`src/rtl/core/pnh_pkg.sv`:
```
// ----------------------------------------------------------------------------
// pnh_pkg
// Shared constants, types and hash helpers of the 2D noise height sampler.
// ----------------------------------------------------------------------------
package pnh_pkg;

  localparam int NS_W     = 13;
  localparam int FREQ_W   = 16;
  localparam int CFG_W    = 32;
  localparam int CFG_IDX_W = 2;
  localparam int OFS_W    = 17;
  localparam int HEIGHT_W = 19;

  localparam logic [63:0] HASH_M        = 64'h8803_55f2_1e6d_1965;
  localparam logic [63:0] HASH_MIX      = 64'h2127_599b_f432_5c37;
  // The hash is always run over an eight byte key, so the length term is fixed.
  localparam logic [63:0] HASH_SEED_MIX = HASH_M << 3;
  localparam logic [63:0] SEED_B_FLIP   = 64'h1 << 63;
  localparam logic [31:0] HASH_DEN      = 32'hFFFF_FFFF;

  typedef enum logic [CFG_IDX_W-1:0] {
    CFG_PAGE_OFFSET_X,
    CFG_PAGE_OFFSET_Y,
    CFG_FREQUENCY,
    CFG_SAMPLE_COUNT
  } cfg_reg_t;

  // Partial products of a 64 x 64 multiply, low 64 bits of the result only.
  typedef struct packed {
    logic [63:0] ll;
    logic [31:0] lh;
    logic [31:0] hl;
  } pprod_t;

  function automatic pprod_t pp_mul(input logic [63:0] a, input logic [63:0] b);
    pprod_t p;
    p.ll = 64'(a[31:0]) * 64'(b[31:0]);
    p.lh = a[31:0] * b[63:32];
    p.hl = a[63:32] * b[31:0];
    return p;
  endfunction

  function automatic logic [63:0] pp_sum(input pprod_t p);
    return p.ll + {p.lh + p.hl, 32'h0};
  endfunction

  function automatic logic [63:0] xs23(input logic [63:0] h);
    return h ^ (h >> 23);
  endfunction

  // Low word of g ^ (g >> 47).
  function automatic logic [31:0] fold47(input logic [63:0] g);
    return g[31:0] ^ {15'h0, g[63:47]};
  endfunction

endpackage

```
`src/rtl/core/pnh_div.sv`:
```
// ----------------------------------------------------------------------------
// pnh_div
// Pipelined restoring divider, one quotient bit per register stage.
// ----------------------------------------------------------------------------
module pnh_div #(
  parameter int DIV_W = 45
) (
  input  logic                     clk,
  input  logic                     en,
  input  logic [DIV_W-1:0]         dividend,
  input  logic [pnh_pkg::NS_W-1:0] divisor,
  output logic [DIV_W-1:0]         quotient
);

  localparam int NW = pnh_pkg::NS_W;

  logic [NW-1:0]    rem [DIV_W];
  logic [DIV_W-1:0] acc [DIV_W];

  for (genvar i = 0; i < DIV_W; i++) begin : g_step
    logic [NW-1:0]    rem_in;
    logic [DIV_W-1:0] acc_in;
    logic [NW:0]      trial;
    logic             fits;

    if (i == 0) begin : g_first
      assign rem_in = '0;
      assign acc_in = dividend;
    end else begin : g_next
      assign rem_in = rem[i-1];
      assign acc_in = acc[i-1];
    end

    assign trial = {rem_in, acc_in[DIV_W-1]};
    assign fits  = trial >= {1'b0, divisor};

    // The quotient bits shift in from the bottom as the dividend shifts out.
    always_ff @(posedge clk) begin
      if (en) begin
        rem[i] <= fits ? NW'(trial - {1'b0, divisor}) : trial[NW-1:0];
        acc[i] <= {acc_in[DIV_W-2:0], fits};
      end
    end
  end

  assign quotient = acc[DIV_W-1];

endmodule

```
`config.mk`:
```
export PLATFORM = sky130hd
export DESIGN_NAME = pnh_div
export DESIGN_NICKNAME = d
export VERILOG_FILES = /design/src/rtl/core/pnh_pkg.sv /design/src/rtl/core/pnh_div.sv
export SDC_FILE = /design/constraint.sdc
export NUM_CORES = 2
export LEC_CHECK = 0
export BUFFER_PORTS_ARGS = -buffer_cell sky130_fd_sc_hd__buf_2
export CELL_PAD_IN_SITES_DETAIL_PLACEMENT = 0
export CELL_PAD_IN_SITES_GLOBAL_PLACEMENT = 2
export CORE_MARGIN = 5
export CORE_UTILIZATION = 35
export CTS_CLUSTER_DIAMETER = 60
export CTS_CLUSTER_SIZE = 28
export DETAILED_ROUTE_END_ITERATION = 8
export GPL_TIMING_DRIVEN = 0
export PLACE_DENSITY = 0.59
export SLEW_MARGIN = 20
export SYNTH_ARGS = -nofsm -noshare
export SYNTH_HDL_FRONTEND = slang
export SYNTH_SLANG_ARGS = --single-unit
```
`constraint.sdc`:
```
create_clock -name clk -period 5 [get_ports clk]
set_input_delay 0.75 -clock clk [delete_from_list [all_inputs] [get_ports clk]]
set_output_delay 0.75 -clock clk [all_outputs]
set_load 0.02 [all_outputs]
```
==> qor.yml <==
status: "complete, no violations"
ys_seq_area_share_pct: 69.9
critical_path_class: "input pin to flip-flop"
io_pins: 105
combPwrFrac_pct: 32.2
pwr_density_cell_nw_per_um2: 596
dp_hpwl_um: 128000
grt-ovfl-total: 0
grt_util_all_layers_pct: 12.1
syn_nets: 7485
placed_cells: 11125
synth.avg_cell_area_um2: 16.4
wl_um: 202000
multi_input_area_um2: 32000
yosysUniqueCellTypes: 76
cts_max_path_buffers: 4
fp.dieH_um: 575
ctsRootBufferMaster: "clkbuf_16"
ys_seq_elements: 2597
drt-initial-drc-count: 3515
vias: 55775
clkTransAtPathRegs_ns: 0.09
cts_tree: "built"
clk_latency_ns: 0.91
async_flop_share_pct: 0
swShare_pct: 32.3
fin_crit_sh_pct: 72.7
fin_nets: 7913
route.detailed.drc: 0
drive_above_1_share_pct: 16.7
area_delta_synth_final_pct: 15.0
wl_per_cell_um: 17.4
slew_headroom_pct: 45.7
worst_setup_path_end_kind: "flip-flop"
grt_antenna_before_repair: 3
power.switching_mw: 24.7
internal_power_mw: 51.8
cts.htree.levels: 4
antenna_left: 0
tns_ns: 0
cp-start-kind: "input pin"
worstPathRequired_ns: 5.50
fin_util_pct: 40.4
post_cts_buffers: 0
cp_max_fo: 140
rows: 207
fillers: 28608
seq_area_um2: 78000
gp_congestion: 0.765
grt_pass1_vias: 57108
finalSetupViolations: 0
fmax_mhz: 275
peakVddDrop_v: 0.000279
synth_largest_area_cell: "edfxtp_1"
netlist_instances: 6808
firstDrtPassIters: 5
synth_top_flop_cell: "edfxtp_1"
cts_buffers: 245
synth_area_um2: 112000
grt_start_max_net_pins: 149
setup_ws_ns: 1.36
worst_ep_arrival_time_ns: 4.14
fin_worst_skew_ns: 0.0375
post-place-ws_ns: 0.361
synth_area_leaders: "edfxtp_1 (70%), ha_1 (6.4%), mux2_2 (4.7%)"
rsz0062_at_grt: "no"
final_max_slew_viol_count: 0
yosys.area.top_type_share_pct: 69.9
die_w_um: 575
leakagePower_nw: 46.4
fp.dieArea_um2: 330000
hold_class: "input pin to flip-flop"
core-area_um2: 318000
worst_pin_slew_ns: 0.804
power_frac_clock_pct: 27.6
portBuffers: 104
clock_sinks: 2597
start_util_pct: 35.1
synth_edf_count: 2597
seqPwrFrac_pct: 40.3
fin_crit_ns: 3.64
avgViaCountPerCell: 4.79
stdcell_count: 11634
grt_pass1_wl_um: 322000
hold_viol: 0
cap_violations: 0
ys.warnings.count: 0
==> cell usage after synthesis (all sizes together) (10+ instances only) <==
library cell	instances
a311oi	25
o2111a	12
nor2b	119
or2	25
or3	23
nor3	132
nor4	34
o31ai	42
or4b	10
edfxtp	2597
a21oi	267
o211ai	31
o21a	108
mux2i	122
o31a	37
inv	217
ha	574
a211oi	74
xnor2	225
a221o	32
nand4	81
a21o	160
fa	43
a31oi	20
clkbuf	16
nand2	232
buf	89
a21boi	40
o311ai	15
nand2b	51
xor2	152
o21ai	247
mux2	479
nor2	241
o221ai	11
and3	50
a22o	18
and2	30
nand3	64
==> final timing paths <==
path / from / to / slack (ns) / cells past startpoint
worst min-delay path: dividend[44] / rem[0][0] / 0.17 / 3
worst max register to register: acc[1][404] / rem[1][123] / 1.52 / 11
worst min register to register: acc[0][261] / acc[0][307] / 0.40 / 0
worst max-delay path: en / acc[2][463] / 1.36 / 6
==> metal layers <==
metal	routed length, um	track usage, %
met4	5180	3.44
met5	0	0
met2	94100	19.6
met3	6650	1.78
met1	96000	16.9
==> per-stage QoR <==
step,hold WS [ns],cell area [um^2],power (mW)
final,0.170,128000,76.5
after global routing,0.142,128000,81.7
after CTS,0.0650,128000,77.9
after detailed placement,0.405,118000,56.1
after global placement,0.400,117000,57.7
after floorplan,0.400,112000,50.0
==> cells by family (layout without fill, tap and decap cells) <==
family | count (synthesis) | in the layout | share of synthesized area, %
simple gates | 1107 | 1107 | 5.20
fa+ha+maj | 617 | 617 | 7.21
flops | 2597 | 2597 | 69.9
mux | 601 | 601 | 5.93
other cells | 0 | 1 | 0
xor+xnor | 377 | 377 | 2.96
compound gates | 1187 | 1187 | 7.40
buf+inv | 322 | 967 | 1.39
==> registers in the layout (all words and copies together) (netlist names) <==
register	flops
acc	2025
rem	572
==> cell type report <==
cell class	count	area share [%]
inverter	217	0.681
clock inverter	210	2.57
antenna	1	0.00195
multi-input combinational	3889	25.0
buffer	105	0.576
tap	4180	4.07
clock buffer	254	4.90
sequential	2597	60.8
timing repair buffer	181	1.48
==> power by group through the flow <==
stage               Combinational (mW)  Sequential (mW)  Clock (mW)
floorplan                         19.5             30.5           0
global placement                  24.5             33.3           0
detailed placement                24.7             31.4           0
CTS                               24.9             30.9        22.0
global route                      27.6             31.2        22.9
finish                            24.6             30.8        21.1
==> repair_timing <==
item                                    CTS  global route
hold buffers                             44             0
endpoints found under the hold margin    44             0
endpoints found under the setup margin    0             0
gates resized for setup                   0             0
==> critical path, stage by stage <==
cell	delay, ns
buf_12	0.33
buf_16	0.41
buf_16	0.48
buf_16	0.53
buf_16	0.43
buf_16	0.52
==> placed cells by master (no fill, tap or decap), types with 39 or more instances in the layout <==
cell	count
edfxtp_1	2597
xor2_1	152
fa_1	43
nor2_1	241
a21oi_1	261
o21a_1	108
nand3_1	64
nand2_1	232
and3_1	50
clkinv_8	40
nand2b_1	51
a211oi_1	63
nand4_1	81
clkbuf_16	251
dlygate4sd3_1	44
a21boi_0	39
buf_4	64
mux2_2	468
o21ai_0	210
a21o_1	160
nor3_1	132
inv_1	205
nor2b_1	119
xnor2_1	225
mux2i_1	122
ha_1	574
buf_2	113
Note: power is estimated with default switching activity, not from simulation.
